### src/hw/rtl/s2p_pkg.sv
// ============================================================================
// s2p_pkg
// Shared types and constants for the serial-to-parallel handshake bridge.
// ============================================================================
`default_nettype none

package s2p_pkg;

  // Ring buffer depths and their pointer widths.
  localparam int RX_DEPTH = 64;
  localparam int TX_DEPTH = 64;
  localparam int RX_AW    = (RX_DEPTH > 1) ? $clog2(RX_DEPTH) : 1;
  localparam int TX_AW    = (TX_DEPTH > 1) ? $clog2(TX_DEPTH) : 1;
  localparam logic [RX_AW-1:0] RX_LAST = RX_AW'(RX_DEPTH - 1);
  localparam logic [TX_AW-1:0] TX_LAST = TX_AW'(TX_DEPTH - 1);

  // Value on the data port while nothing is presented.
  localparam logic [7:0] IDLE_PORT = 8'h00;

  // Sticky error bit positions.
  localparam int ERR_FRAME    = 0;
  localparam int ERR_OVERRUN  = 1;
  localparam int ERR_OVERFLOW = 2;

  // Handshake machine phases.
  typedef enum logic [1:0] {
    PH_IDLE      = 2'd0,
    PH_WAIT_HIGH = 2'd1,
    PH_WAIT_LOW  = 2'd2,
    PH_WAIT_ROOM = 2'd3
  } ph_t;

  // One input request.
  typedef struct packed {
    logic       rx_valid;
    logic [7:0] rx_byte;
    logic       rx_frame_error;
    logic       rx_overrun_error;
    logic       strobe_level;
    logic       tx_ready;
  } in_item_t;

  // One result request.
  typedef struct packed {
    logic [7:0] data_port;
    logic       zero_marker;
    logic       tx_valid;
    logic [7:0] tx_byte;
    logic [2:0] error_flags;
  } out_item_t;

  // Classified request handed from the front end to the back end.
  typedef struct packed {
    logic       rx_valid;
    logic [7:0] rx_byte;
    logic [1:0] err_bits;
    logic       strobe_level;
    logic       tx_ready;
  } cls_t;

endpackage

`default_nettype wire

### src/hw/rtl/s2p_ram.sv
// ============================================================================
// s2p_ram
// Simple dual-port RAM with registered, write-through read data.
// ============================================================================
`default_nettype none

module s2p_ram #(
  parameter int DEPTH = 64,
  parameter int WIDTH = 8,
  localparam int AW   = (DEPTH > 1) ? $clog2(DEPTH) : 1
) (
  input  wire logic             clk,
  input  wire logic             wr_en,
  input  wire logic [AW-1:0]    wr_addr,
  input  wire logic [WIDTH-1:0] wr_data,
  input  wire logic [AW-1:0]    rd_addr,
  output logic      [WIDTH-1:0] rd_data
);

  logic [WIDTH-1:0] mem [DEPTH];
  logic [WIDTH-1:0] rd_data_r;

  // Write port.
  always_ff @(posedge clk) begin
    if (wr_en) begin
      mem[wr_addr] <= wr_data;
    end
  end

  // Read port; a write to the same address in the same cycle is forwarded.
  always_ff @(posedge clk) begin
    if (wr_en && (wr_addr == rd_addr)) begin
      rd_data_r <= wr_data;
    end else begin
      rd_data_r <= mem[rd_addr];
    end
  end

  assign rd_data = rd_data_r;

endmodule

`default_nettype wire

### src/hw/rtl/s2p_front.sv
// ============================================================================
// s2p_front
// Input side: accepts requests, classifies them and queues them for the back
// end in a two-entry queue.
// ============================================================================
`default_nettype none

module s2p_front (
  input  wire logic               clk,
  input  wire logic               rst_n,
  input  wire logic               in_valid,
  output logic                    in_ready,
  input  wire s2p_pkg::in_item_t  in_data,
  output logic                    cls_valid,
  input  wire logic               cls_ready,
  output s2p_pkg::cls_t           cls_data
);

  localparam logic [1:0] Q_FULL = 2'd2;

  s2p_pkg::cls_t q_r [2];
  s2p_pkg::cls_t cls_in;
  logic          wr_sel_r, wr_sel_nxt;
  logic          rd_sel_r, rd_sel_nxt;
  logic [1:0]    cnt_r, cnt_nxt;
  logic          push, pop;

  // Classify: error flags only count alongside a received byte.
  always_comb begin
    cls_in.rx_valid     = in_data.rx_valid;
    cls_in.rx_byte      = in_data.rx_byte;
    cls_in.err_bits     = {in_data.rx_overrun_error, in_data.rx_frame_error}
                          & {2{in_data.rx_valid}};
    cls_in.strobe_level = in_data.strobe_level;
    cls_in.tx_ready     = in_data.tx_ready;
  end

  assign in_ready  = (cnt_r != Q_FULL);
  assign cls_valid = (cnt_r != 2'd0);
  assign cls_data  = q_r[rd_sel_r];
  assign push      = in_valid && in_ready;
  assign pop       = cls_valid && cls_ready;

  // Queue pointer and fill count update.
  always_comb begin
    wr_sel_nxt = push ? ~wr_sel_r : wr_sel_r;
    rd_sel_nxt = pop ? ~rd_sel_r : rd_sel_r;
    cnt_nxt    = cnt_r + {1'b0, push} - {1'b0, pop};
  end

  always_ff @(posedge clk) begin
    if (!rst_n) begin
      wr_sel_r <= 1'b0;
      rd_sel_r <= 1'b0;
      cnt_r    <= 2'd0;
    end else begin
      wr_sel_r <= wr_sel_nxt;
      rd_sel_r <= rd_sel_nxt;
      cnt_r    <= cnt_nxt;
    end
  end

  // Queue storage.
  always_ff @(posedge clk) begin
    if (push) begin
      q_r[wr_sel_r] <= cls_in;
    end
  end

endmodule

`default_nettype wire

### src/hw/rtl/s2p_back.sv
// ============================================================================
// s2p_back
// Execution side: receive ring buffer, strobe handshake machine, transmit
// ring buffer and the result register, one request per cycle while the result register can take it.
// ============================================================================
`default_nettype none

module s2p_back (
  input  wire logic               clk,
  input  wire logic               rst_n,
  input  wire logic               cls_valid,
  output logic                    cls_ready,
  input  wire s2p_pkg::cls_t      cls_data,
  output logic                    out_valid,
  input  wire logic               out_ready,
  output s2p_pkg::out_item_t      out_data
);

  localparam int RAW = s2p_pkg::RX_AW;
  localparam int TAW = s2p_pkg::TX_AW;

  function automatic logic [RAW-1:0] rx_adv(input logic [RAW-1:0] p);
    rx_adv = (p == s2p_pkg::RX_LAST) ? '0 : p + 1'b1;
  endfunction

  function automatic logic [TAW-1:0] tx_adv(input logic [TAW-1:0] p);
    tx_adv = (p == s2p_pkg::TX_LAST) ? '0 : p + 1'b1;
  endfunction

  logic [RAW-1:0]     rx_wp_r, rx_wp_nxt, rx_rp_r, rx_rp_nxt;
  logic [TAW-1:0]     tx_wp_r, tx_wp_nxt, tx_rp_r, tx_rp_nxt;
  logic [2:0]         err_r, err_nxt;
  s2p_pkg::ph_t       phase_r, phase_nxt;
  logic [7:0]         held_r, held_nxt;
  logic [7:0]         port_r, port_nxt;
  logic               marker_r, marker_nxt;
  logic               out_valid_r, out_valid_nxt;
  s2p_pkg::out_item_t out_data_r, out_data_nxt;

  logic               go;
  logic [RAW-1:0]     rx_nh, rx_rp_adv, rx_wp_mid, rx_rd_addr;
  logic               rx_push, rx_full;
  logic [7:0]         rx_head, rx_rd_data;
  logic [TAW-1:0]     tx_nh, tx_rp_adv, tx_wp_mid, tx_rd_addr;
  logic               tx_room, echo;
  logic [7:0]         tx_head, tx_rd_data;
  logic               tx_v;
  logic [7:0]         tx_b;

  // The step advances whenever the result register is free or being drained.
  assign cls_ready = !out_valid_r || out_ready;
  assign go        = cls_valid && cls_ready;

  // Receive side: push, with overflow detection and sticky errors.
  always_comb begin
    rx_nh     = rx_adv(rx_wp_r);
    rx_full   = (rx_nh == rx_rp_r);
    rx_push   = go && cls_data.rx_valid && !rx_full;
    rx_wp_mid = rx_push ? rx_nh : rx_wp_r;
    rx_rp_adv = rx_adv(rx_rp_r);
    rx_head   = (rx_push && (rx_nh == rx_rp_adv)) ? cls_data.rx_byte : rx_rd_data;
    err_nxt   = err_r;
    if (go && cls_data.rx_valid) begin
      if (rx_full) begin
        err_nxt[s2p_pkg::ERR_OVERFLOW] = 1'b1;
      end else begin
        err_nxt[s2p_pkg::ERR_OVERRUN:s2p_pkg::ERR_FRAME] =
          err_r[s2p_pkg::ERR_OVERRUN:s2p_pkg::ERR_FRAME] | cls_data.err_bits;
      end
    end
  end

  // Handshake machine: next phase, held byte, port and marker.
  always_comb begin
    tx_nh      = tx_adv(tx_wp_r);
    tx_room    = (tx_nh != tx_rp_r);
    phase_nxt  = phase_r;
    held_nxt   = held_r;
    port_nxt   = port_r;
    marker_nxt = marker_r;
    rx_rp_nxt  = rx_rp_r;
    echo       = 1'b0;
    if (go) begin
      case (phase_r)
        s2p_pkg::PH_IDLE: begin
          if (rx_wp_mid != rx_rp_r) begin
            rx_rp_nxt = rx_rp_adv;
            held_nxt  = rx_head;
            if (rx_head == 8'h00) begin
              marker_nxt = 1'b1;
            end else begin
              port_nxt = rx_head;
            end
            phase_nxt = s2p_pkg::PH_WAIT_HIGH;
          end
        end
        s2p_pkg::PH_WAIT_HIGH: begin
          if (cls_data.strobe_level) begin
            port_nxt   = s2p_pkg::IDLE_PORT;
            marker_nxt = 1'b0;
            phase_nxt  = s2p_pkg::PH_WAIT_LOW;
          end
        end
        s2p_pkg::PH_WAIT_LOW: begin
          if (!cls_data.strobe_level) begin
            if (tx_room) begin
              echo      = 1'b1;
              phase_nxt = s2p_pkg::PH_IDLE;
            end else begin
              phase_nxt = s2p_pkg::PH_WAIT_ROOM;
            end
          end
        end
        s2p_pkg::PH_WAIT_ROOM: begin
          if (tx_room) begin
            echo      = 1'b1;
            phase_nxt = s2p_pkg::PH_IDLE;
          end
        end
        default: begin
          phase_nxt = s2p_pkg::PH_IDLE;
        end
      endcase
    end
  end

  // Transmit side: echo push, then one pop when the transmitter is ready.
  always_comb begin
    tx_wp_mid = echo ? tx_nh : tx_wp_r;
    tx_wp_nxt = tx_wp_mid;
    tx_rp_adv = tx_adv(tx_rp_r);
    tx_head   = (echo && (tx_nh == tx_rp_adv)) ? held_r : tx_rd_data;
    tx_rp_nxt = tx_rp_r;
    tx_v      = 1'b0;
    tx_b      = 8'h00;
    if (go && cls_data.tx_ready && (tx_wp_mid != tx_rp_r)) begin
      tx_rp_nxt = tx_rp_adv;
      tx_v      = 1'b1;
      tx_b      = tx_head;
    end
    rx_wp_nxt = rx_wp_mid;
  end

  // Result register.
  always_comb begin
    out_data_nxt.data_port   = port_nxt;
    out_data_nxt.zero_marker = marker_nxt;
    out_data_nxt.tx_valid    = tx_v;
    out_data_nxt.tx_byte     = tx_b;
    out_data_nxt.error_flags = err_nxt;
    if (go) begin
      out_valid_nxt = 1'b1;
    end else if (out_ready) begin
      out_valid_nxt = 1'b0;
    end else begin
      out_valid_nxt = out_valid_r;
    end
  end

  // Both RAMs are always read at the current head entry of their buffer.
  assign rx_rd_addr = rst_n ? rx_adv(rx_rp_nxt) : rx_adv('0);
  assign tx_rd_addr = rst_n ? tx_adv(tx_rp_nxt) : tx_adv('0);

  s2p_ram #(
    .DEPTH (s2p_pkg::RX_DEPTH),
    .WIDTH (8)
  ) u_rx_ram (
    .clk     (clk),
    .wr_en   (rx_push),
    .wr_addr (rx_nh),
    .wr_data (cls_data.rx_byte),
    .rd_addr (rx_rd_addr),
    .rd_data (rx_rd_data)
  );

  s2p_ram #(
    .DEPTH (s2p_pkg::TX_DEPTH),
    .WIDTH (8)
  ) u_tx_ram (
    .clk     (clk),
    .wr_en   (echo),
    .wr_addr (tx_nh),
    .wr_data (held_r),
    .rd_addr (tx_rd_addr),
    .rd_data (tx_rd_data)
  );

  // Control and state registers.
  always_ff @(posedge clk) begin
    if (!rst_n) begin
      rx_wp_r     <= '0;
      rx_rp_r     <= '0;
      tx_wp_r     <= '0;
      tx_rp_r     <= '0;
      err_r       <= '0;
      phase_r     <= s2p_pkg::PH_IDLE;
      held_r      <= 8'h00;
      port_r      <= s2p_pkg::IDLE_PORT;
      marker_r    <= 1'b0;
      out_valid_r <= 1'b0;
    end else begin
      rx_wp_r     <= rx_wp_nxt;
      rx_rp_r     <= rx_rp_nxt;
      tx_wp_r     <= tx_wp_nxt;
      tx_rp_r     <= tx_rp_nxt;
      err_r       <= err_nxt;
      phase_r     <= phase_nxt;
      held_r      <= held_nxt;
      port_r      <= port_nxt;
      marker_r    <= marker_nxt;
      out_valid_r <= out_valid_nxt;
    end
  end

  // Result payload.
  always_ff @(posedge clk) begin
    if (go) begin
      out_data_r <= out_data_nxt;
    end
  end

  assign out_valid = out_valid_r;
  assign out_data  = out_data_r;

endmodule

`default_nettype wire

### src/hw/rtl/serial_to_parallel_handshake_bridge.sv
// ============================================================================
// serial_to_parallel_handshake_bridge
// Receive ring buffer, strobe handshake to a parallel port, and transmit echo.
// ============================================================================
// The bridge takes one request per clock while in_ready is high and returns
// exactly one result per request, in order: a request first enters a
// two-entry input queue, and from there the execution stage performs the
// receive push, one handshake step and one transmit pop together and loads
// the result register. Throughput is one request per cycle while the output
// side is not stalled, set by that single execution step; each ring buffer is a
// RAM that is read continuously at its head entry with write-through, so a
// byte pushed in a cycle can leave the buffer in the same cycle. Each buffer
// holds at most its depth minus one bytes. The error flags are sticky and are
// cleared only by reset.
`default_nettype none

module serial_to_parallel_handshake_bridge (
  input  wire logic               clk,
  input  wire logic               rst_n,
  input  wire logic               in_valid,
  output logic                    in_ready,
  input  wire s2p_pkg::in_item_t  in_data,
  output logic                    out_valid,
  input  wire logic               out_ready,
  output s2p_pkg::out_item_t      out_data
);

  logic          cls_valid;
  logic          cls_ready;
  s2p_pkg::cls_t cls_data;

  // Input queue and classification.
  s2p_front u_front (
    .clk       (clk),
    .rst_n     (rst_n),
    .in_valid  (in_valid),
    .in_ready  (in_ready),
    .in_data   (in_data),
    .cls_valid (cls_valid),
    .cls_ready (cls_ready),
    .cls_data  (cls_data)
  );

  // Buffers, handshake machine and result register.
  s2p_back u_back (
    .clk       (clk),
    .rst_n     (rst_n),
    .cls_valid (cls_valid),
    .cls_ready (cls_ready),
    .cls_data  (cls_data),
    .out_valid (out_valid),
    .out_ready (out_ready),
    .out_data  (out_data)
  );

  // A byte is never on the data port while the zero marker is up.
  assert property (@(posedge clk) disable iff (!rst_n)
    out_valid |-> !(out_data.zero_marker && (out_data.data_port != 8'h00)))
    else $error("zero marker raised with a nonzero data port");

  // The transmit byte is zero whenever nothing is handed to the transmitter.
  assert property (@(posedge clk) disable iff (!rst_n)
    (out_valid && !out_data.tx_valid) |-> (out_data.tx_byte == 8'h00))
    else $error("transmit byte nonzero without transmit valid");

  // Error flags never clear between consecutive results.
  assert property (@(posedge clk) disable iff (!rst_n)
    (out_valid && out_ready) |=> (!out_valid ||
      ((out_data.error_flags & $past(out_data.error_flags)) ==
       $past(out_data.error_flags))))
    else $error("sticky error flag cleared");

endmodule

`default_nettype wire
### config.mk
export PLATFORM = sky130hd
export DESIGN_NAME = serial_to_parallel_handshake_bridge
export DESIGN_NICKNAME = d
export VERILOG_FILES = /design/src/hw/rtl/s2p_pkg.sv /design/src/hw/rtl/s2p_ram.sv /design/src/hw/rtl/s2p_front.sv /design/src/hw/rtl/s2p_back.sv /design/src/hw/rtl/serial_to_parallel_handshake_bridge.sv
export SDC_FILE = /design/constraint.sdc
export NUM_CORES = 1
export LEC_CHECK = 0
export ABC_CLOCK_PERIOD_IN_PS = 5000
export BUFFER_PORTS_ARGS = -buffer_cell sky130_fd_sc_hd__buf_2
export CAP_MARGIN = 20
export CORE_ASPECT_RATIO = 0.75
export CORE_MARGIN = 4
export CORE_UTILIZATION = 55
export CTS_CLUSTER_SIZE = 10
export DETAILED_ROUTE_END_ITERATION = 8
export GPL_ROUTABILITY_DRIVEN = 0
export PLACE_DENSITY = 0.77
export SETUP_SLACK_MARGIN = 0.3
export SLEW_MARGIN = 15
export SYNTH_ARGS = -nofsm -noshare
export SYNTH_HDL_FRONTEND = slang
export SYNTH_HIERARCHICAL = 1
export SYNTH_SLANG_ARGS = --single-unit
### constraint.sdc
create_clock -name clk -period 5 [get_ports clk]
set_input_delay 0.5 -clock clk [delete_from_list [all_inputs] [get_ports clk]]
set_output_delay 0.5 -clock clk [all_outputs]
set_load 0.05 [all_outputs]
# After elaboration in Yosys (flattened, before gate mapping)
# Memories as Yosys holds them, arrays and structs flattened. A register that Yosys moved wholly into a read port is not among the register bits.
# Cells that the tools add are included.
[op_classes] add_sub_neg=8 eq_ne=20 n_mux=50 bitwise_logic=4 reduce_logical=17
[op_table] cell="$mux W6" count=14
[op_table] cell="$mux W8" count=6
[op_table] cell="$add A6 B1 Y6 const B" count=6
[op_table] cell="$eq A6 B6 Y1 const B" count=6
[op_table] cell="$mux W1" count=19
[op_table] cell="$eq A6 B6 Y1" count=3
[op_table] cell="$ne A6 B6 Y1" count=3
[op_table] cell="$pmux W8 S2" count=1
[op_table] cell="$mux W2" count=6
[op_table] cell="$logic_and A1 B1 Y1" count=8
[op_table] cell="$logic_not A8 Y1" count=1
[op_table] cell="$pmux W2 S4" count=1
[op_table] cell="$ne A2 B1 Y1 const B" count=3
[op_table] cell="$reduce_and A5 Y1" count=1
[op_table] cell="$eq A2 B2 Y1 const B" count=2
[op_table] cell="$ne A2 B2 Y1 const B" count=2
[op_table] cell="$pmux W1 S2" count=2
[op_table] cell="$reduce_bool A2 Y1" count=2
[op_table] cell="$mux W3" count=1
[op_table] cell="$reduce_and A3 Y1" count=1
[op_table] cell="$add A2 B1 Y2" count=1
[op_table] cell="$and A2 B2 Y2" count=1
[op_table] cell="$eq A2 B1 Y1 const B" count=1
[op_table] cell="$logic_not A1 Y1" count=2
[op_table] cell="other kinds (5)" count=6
[word_totals] register_bits=72 ram_bits=1050 out_inout_bits=23 n_memories=3
[mem_list] name="u_back.u_rx_ram.mem" depth=64 width=8 read_ports=1 rd_clocked_by_memory_dff=1 write_ports=1 line="s2p_ram.sv:20" text="logic [WIDTH-1:0] mem [DEPTH];"
[mem_list] name="u_back.u_tx_ram.mem" depth=64 width=8 read_ports=1 rd_clocked_by_memory_dff=1 write_ports=1 line="s2p_ram.sv:20"
[mem_list] name="u_front.q_r" depth=2 width=13 read_ports=1 rd_clocked_by_memory_dff=1 write_ports=1 line="s2p_front.sv:21" text="s2p_pkg::cls_t q_r [2];"

# Depth between registers and ports, before layout
[logic_depth] ltp_word=14 mapped_depth=20

# Hierarchy
# The synthesis kept the hierarchy.
[modules_own_cells] mod="s2p_ram" n_inst=2 cells_each=938 area_each_um2=20126.8 seq_area_each_um2=15494.9
[modules_own_cells] mod="s2p_back" n_inst=1 cells_each=499 area_each_um2=4340.4 seq_area_each_um2=1571.5
[modules_own_cells] mod="s2p_front" n_inst=1 cells_each=66 area_each_um2=1186.1 seq_area_each_um2=880.8

# Worst setup path after synthesis
# No wires, ideal clock.
[synth_timing] kind="register -> register" start="register u_back.tx_wp_r[0]" end="register (tool-made name)" t_arrival_ns=3.878 setup_slack_ns=0.991 stages_incl_launch_ff=17 n_path_buf=2 period_less_slack_ns=4.009 cell_sequence="dfxtp_1 > ha_1 > and3_1 > buf_6 > a31oi_2 > xor2_1 > a2111oi_4 > a21oi_4 > mux2_4 > o31ai_4 > buf_2 > nand2_1 > nand2_1 > ha_1 > nand2_1 > nor3_1 > o21ai_0"
[synth_rtl] element="from (decl)" line="s2p_back.sv:31" text="logic [TAW-1:0] tx_wp_r, tx_wp_nxt, tx_rp_r, tx_rp_nxt;"
[synth_rtl] element="from (signal assigned)" line="s2p_back.sv:204" text="tx_wp_r <= tx_wp_nxt;"

# Worst setup path after layout
[layout_timing] start="register u_back.tx_wp_r[0]" end="memory u_back.u_tx_ram.mem[62][0], enable pin"
[layout_via] elab_chain_len=9 word_cells_on_any_way=10 cone_classes="add/sub: 1; eq/ne: 2; mux: 7"
[layout_lines] element="$add A6 B1 Y6 or $eq A6 B6 Y1 (tied branches)" line="s2p_back.sv:27" text="tx_adv = (p == s2p_pkg::TX_LAST) ? '0 : p + 1'b1;"
[layout_lines] element="$mux W6 *" line="s2p_back.sv:27"
[layout_lines] element="named net u_back.tx_nh[0]" line="s2p_back.sv:44" text="logic [TAW-1:0] tx_nh, tx_rp_adv, tx_wp_mid, tx_rd_addr;"
[layout_lines] element="$ne A6 B6 Y1 *" line="s2p_back.sv:76" text="tx_room = (tx_nh != tx_rp_r);"
[layout_lines] element="$mux W1 *" line="s2p_back.sv:106, s2p_back.sv:115"
[layout_lines] element="$mux W1" line="s2p_back.sv:105" text="if (!cls_data.strobe_level) begin"
[layout_lines] element="$pmux W1 S2 *" line="s2p_back.sv:84" text="case (phase_r)"
[layout_lines] element="$mux W1 *" line="s2p_back.sv:83" text="if (go) begin"
[layout_lines] element="named net u_back.echo" line="s2p_back.sv:45" text="logic tx_room, echo;"
[layout_lines] element="$mux W1 *" line="s2p_ram.sv:25" text="if (wr_en) begin"
[layout_lines] element="$mux W1 (not written as such) *" line="s2p_ram.sv:26" text="mem[wr_addr] <= wr_data;"
[layout_lines] element="to (decl)" line="s2p_ram.sv:20"
# The timed path passes the listed nets; every way through them passes the cells marked *.

==> flow_metrics.py <==
metrics = {
    "cts": {
        "insertion_delay_ps": 710,
        "clockRootBuffer": "clkbuf_16",
        "cts_tree": "yes",
        "max-clock-path-buffers": 3,
        "cts_buffers": 131,
        "path_clk_slew_ps": 50,
        "h-tree-depth": 4,
        "cts.sinks": 1135,
    },
    "sta": {
        "finalSetupViolCount": 0,
        "fin_crit_sh_pct": 90.3,
        "rsz0062_at_grt": "false",
        "slew_violations": 0,
        "timing.fmax_ghz": 0.221,
        "skew_ps": 26.2,
        "slew_headroom_pct": 28.0,
        "finalSetupTns_ps": 0,
        "min_period_ps": 4520,
        "worstMarginPinSlew_ps": 1080,
        "hold_viol": 0,
        "holdWs_ps": 140,
    },
    "power_and_ir_drop": {
        "p_total_uw": 24400,
        "peakVddDrop_mv": 0.346,
        "p_leak_uw": 0.0165,
        "power_density_nw_per_um2": 478,
    },
    "worst_setup_path": {
        "slowest_stage": "nor2_1",
        "worst-setup-path-type": "reg2reg",
        "worstPathCellList": "ha_1, and3_1, a31oi_2, xor2_1, a2111oi_4, a21oi_4, buf_4, nor2b_1, nand3_1, nor2_1",
        "path_depth": 10,
        "crit_path_end_kind": "flop",
        "path_buf_inv": 1,
        "r2r_slack_ps": 480,
        "slowest_delay_ps": 860,
        "path_delay_family": "simple AND/OR/NAND/NOR gates",
        "crit_path_start_kind": "flop",
        "r2r-end": "u_back/u_tx_ram/mem[62][0]",
        "r2r-start": "u_back/tx_wp_r[0]",
        "crit_fanout": 15,
        "required_ps": 5310,
        "worstPathArrival_ps": 4830,
        "r2r_cells": 10,
    },
    "floorplan": {
        "fp.dieW_microns": 341,
        "die_area_sq_um": 88000,
        "rows": 91,
        "coreArea_sq_um": 82300,
        "chipHeight_microns": 258,
        "start_util_pct": 55.6,
        "ios": 40,
    },
    "logic_synthesis": {
        "yosysWarnings": 6,
        "synth-seq-cells": 1135,
        "async_flop_share_pct": 0,
        "syn-mean-instance-area_sq_um": 18.8,
        "synth_ff_type": "edfxtp_1",
        "synth_edf_count": 1071,
        "syn_inst": 2441,
        "syn_nets": 2466,
        "ys_seq_area_share_pct": 73.0,
        "yosys.cell_types.count": 78,
        "mappedNetlistArea_sq_um": 45800,
    },
    "grt": {
        "grt_pass1_wl_microns": 160000,
        "grtUsageTotal_pct": 24.3,
        "grt_remaining_overflow": 0,
        "antenna_found_initial": 2,
        "grt_max_degree": 70,
        "grt_pass1_vias": 24700,
    },
    "routing": {
        "drt_wl_total_microns": 106000,
        "firstDrtPassIters": 5,
        "avgViaCountPerCell": 6.62,
        "drc": 0,
        "drtAntennaViolNets": 0,
        "wl_per_cell_microns": 28.2,
        "vias": 24700,
        "dr.first_iter.drc_count": 3225,
    },
    "min_path": {
        "hold_path.class": "in2reg",
        "hold_path.startpoint": "in_data[3]",
        "hold_end": "u_front/q_r[1][2]",
        "holdPathStages": 2,
    },
    "placed_design": {
        "dpl.cell_count": 3554,
        "port_buffers": 39,
        "dpl.hpwl_microns": 63700,
    },
    "layout": {
        "antenna_cells": 0,
        "post-route-util_pct": 62.1,
        "final_cells": 3737,
        "final_common_cell": "edfxtp_1",
        "layout_common_cells": "edfxtp_1 (1071), mux4_2 (252), nor2_1 (227)",
        "nets": 2608,
        "syn2layout_area_growth_pct": 11.7,
        "drive_gt1_share_pct": 23.4,
    },
    "run": {
        "cap_violations": 0,
    },
    "run_status": {
        "status": "finished clean",
    },
}
-- final cells by class --
type / count / area, sq um
sequential: 1135 / 33500
fill: 5441 / 31200
multi-input combinational: 1156 / 11500
clock buffer: 161 / 3520
tap: 1116 / 1400
timing repair buffer: 141 / 1060
clock inverter: 10 / 124
inverter: 18 / 67.6
-- timing repair --
| action | 4_1_cts | 5_1_grt |
|---|---|---|
| buffers inserted | 0 | 1 |
| resized for setup | 0 | 5 |
| setup endpoints to repair | 0 | 7 |
| hold buffers | 11 | 0 |
| hold endpoints to repair | 22 | 0 |
-- logic make-up after synthesis --
group,synth area share (%)
AND/OR/NAND/NOR,5.43
adder cells (fa/ha/maj),0.219
buffers and inverters,1.89
XOR/XNOR,1.05
AO/OA/AOI/OAI,3.35
multiplexers,15.0
flip-flops,73.0
-- worst reg2reg max path, delay by kind of cell (launching register included) --
| kind | cells | cell delay (ps) |
|---|---|---|
| compound gates | 3 | 850 |
| fa+ha+maj | 1 | 290 |
| flops | 1 | 380 |
| buf+inv | 1 | 240 |
| xor+xnor | 1 | 320 |
| simple gates | 4 | 2040 |
-- cell usage after synthesis (7+ instances only) --
master	n	area share, %
nor4_1	14	0.19
inv_1	16	0.13
buf_6	11	0.27
o21ai_0	14	0.15
ha_1	8	0.22
buf_1	8	0.066
and2_1	27	0.37
dfxtp_1	64	2.8
mux2i_1	73	1.6
buf_4	32	0.52
o221ai_1	17	0.33
nor2_1	228	1.9
xnor2_1	27	0.52
a211oi_1	12	0.20
buf_2	29	0.32
nand2b_1	25	0.34
a31oi_1	11	0.15
nand3b_1	8	0.13
mux2_2	40	0.98
a21o_1	10	0.16
clkbuf_1	48	0.39
nor2b_1	34	0.46
edfxtp_1	1071	70
o22ai_1	17	0.23
mux4_2	252	12
and3_1	7	0.096
nand3_1	38	0.42
nor3_1	30	0.33
a22oi_1	8	0.13
a21oi_1	29	0.32
nand2_1	83	0.68
nand4_1	10	0.14
a221oi_1	12	0.23
xor2_1	26	0.50
-- stage by stage --
step           setup slack [ps]  area [sq um]
3_5_place_dp                577         47300
4_1_cts                     485         51100
6_report                    484         51200
3_3_place_gp                781         47300
2_1_floorplan               991         45800
5_1_grt                     320         51200
-- per-layer routing --
| metal | wire length [microns] | global-route usage [%] | up-vias |
|---|---|---|---|
| met1 | 41500 | 36.1 | 12700 |
| met5 | 13 | 0 | - |
| met4 | 2520 | 7.23 | 2 |
| met2 | 48000 | 35.5 | 1696 |
| li1 | - | - | 10100 |
| met3 | 13500 | 7.13 | 212 |
-- sequential cells by signal, indices dropped and copies added, names as in the netlist, 8 cells and up, named ones only --
register             count
u_back/held_r            8
u_back/u_tx_ram/mem    512
u_back/out_data         21
u_front/q_r             26
u_back/u_rx_ram/mem    512
u_back/port_r            8
-- worst max-delay path by stage --
| stage | startpoint | end | slack [ps] |
|---|---|---|---|
| final | u_back/tx_wp_r[0] | u_back/u_tx_ram/mem[62][0] | 480 |
| after global routing | u_back/rx_wp_r[0] | flop | 320 |
| after CTS | u_back/rx_wp_r[0] | flop | 490 |
| after detailed placement | u_back/rx_wp_r[0] | flop | 580 |
| after global placement | u_back/rx_wp_r[0] | flop | 780 |
| after floorplan | u_back/tx_wp_r[0] | flop | 990 |
-- power by group --
group	internal, uW	total, uW	switching (uW)
logic	1340	4300	2960
registers	11600	11800	224
clock network	4900	8350	3450
Note: power is estimated with default switching activity, not from simulation.
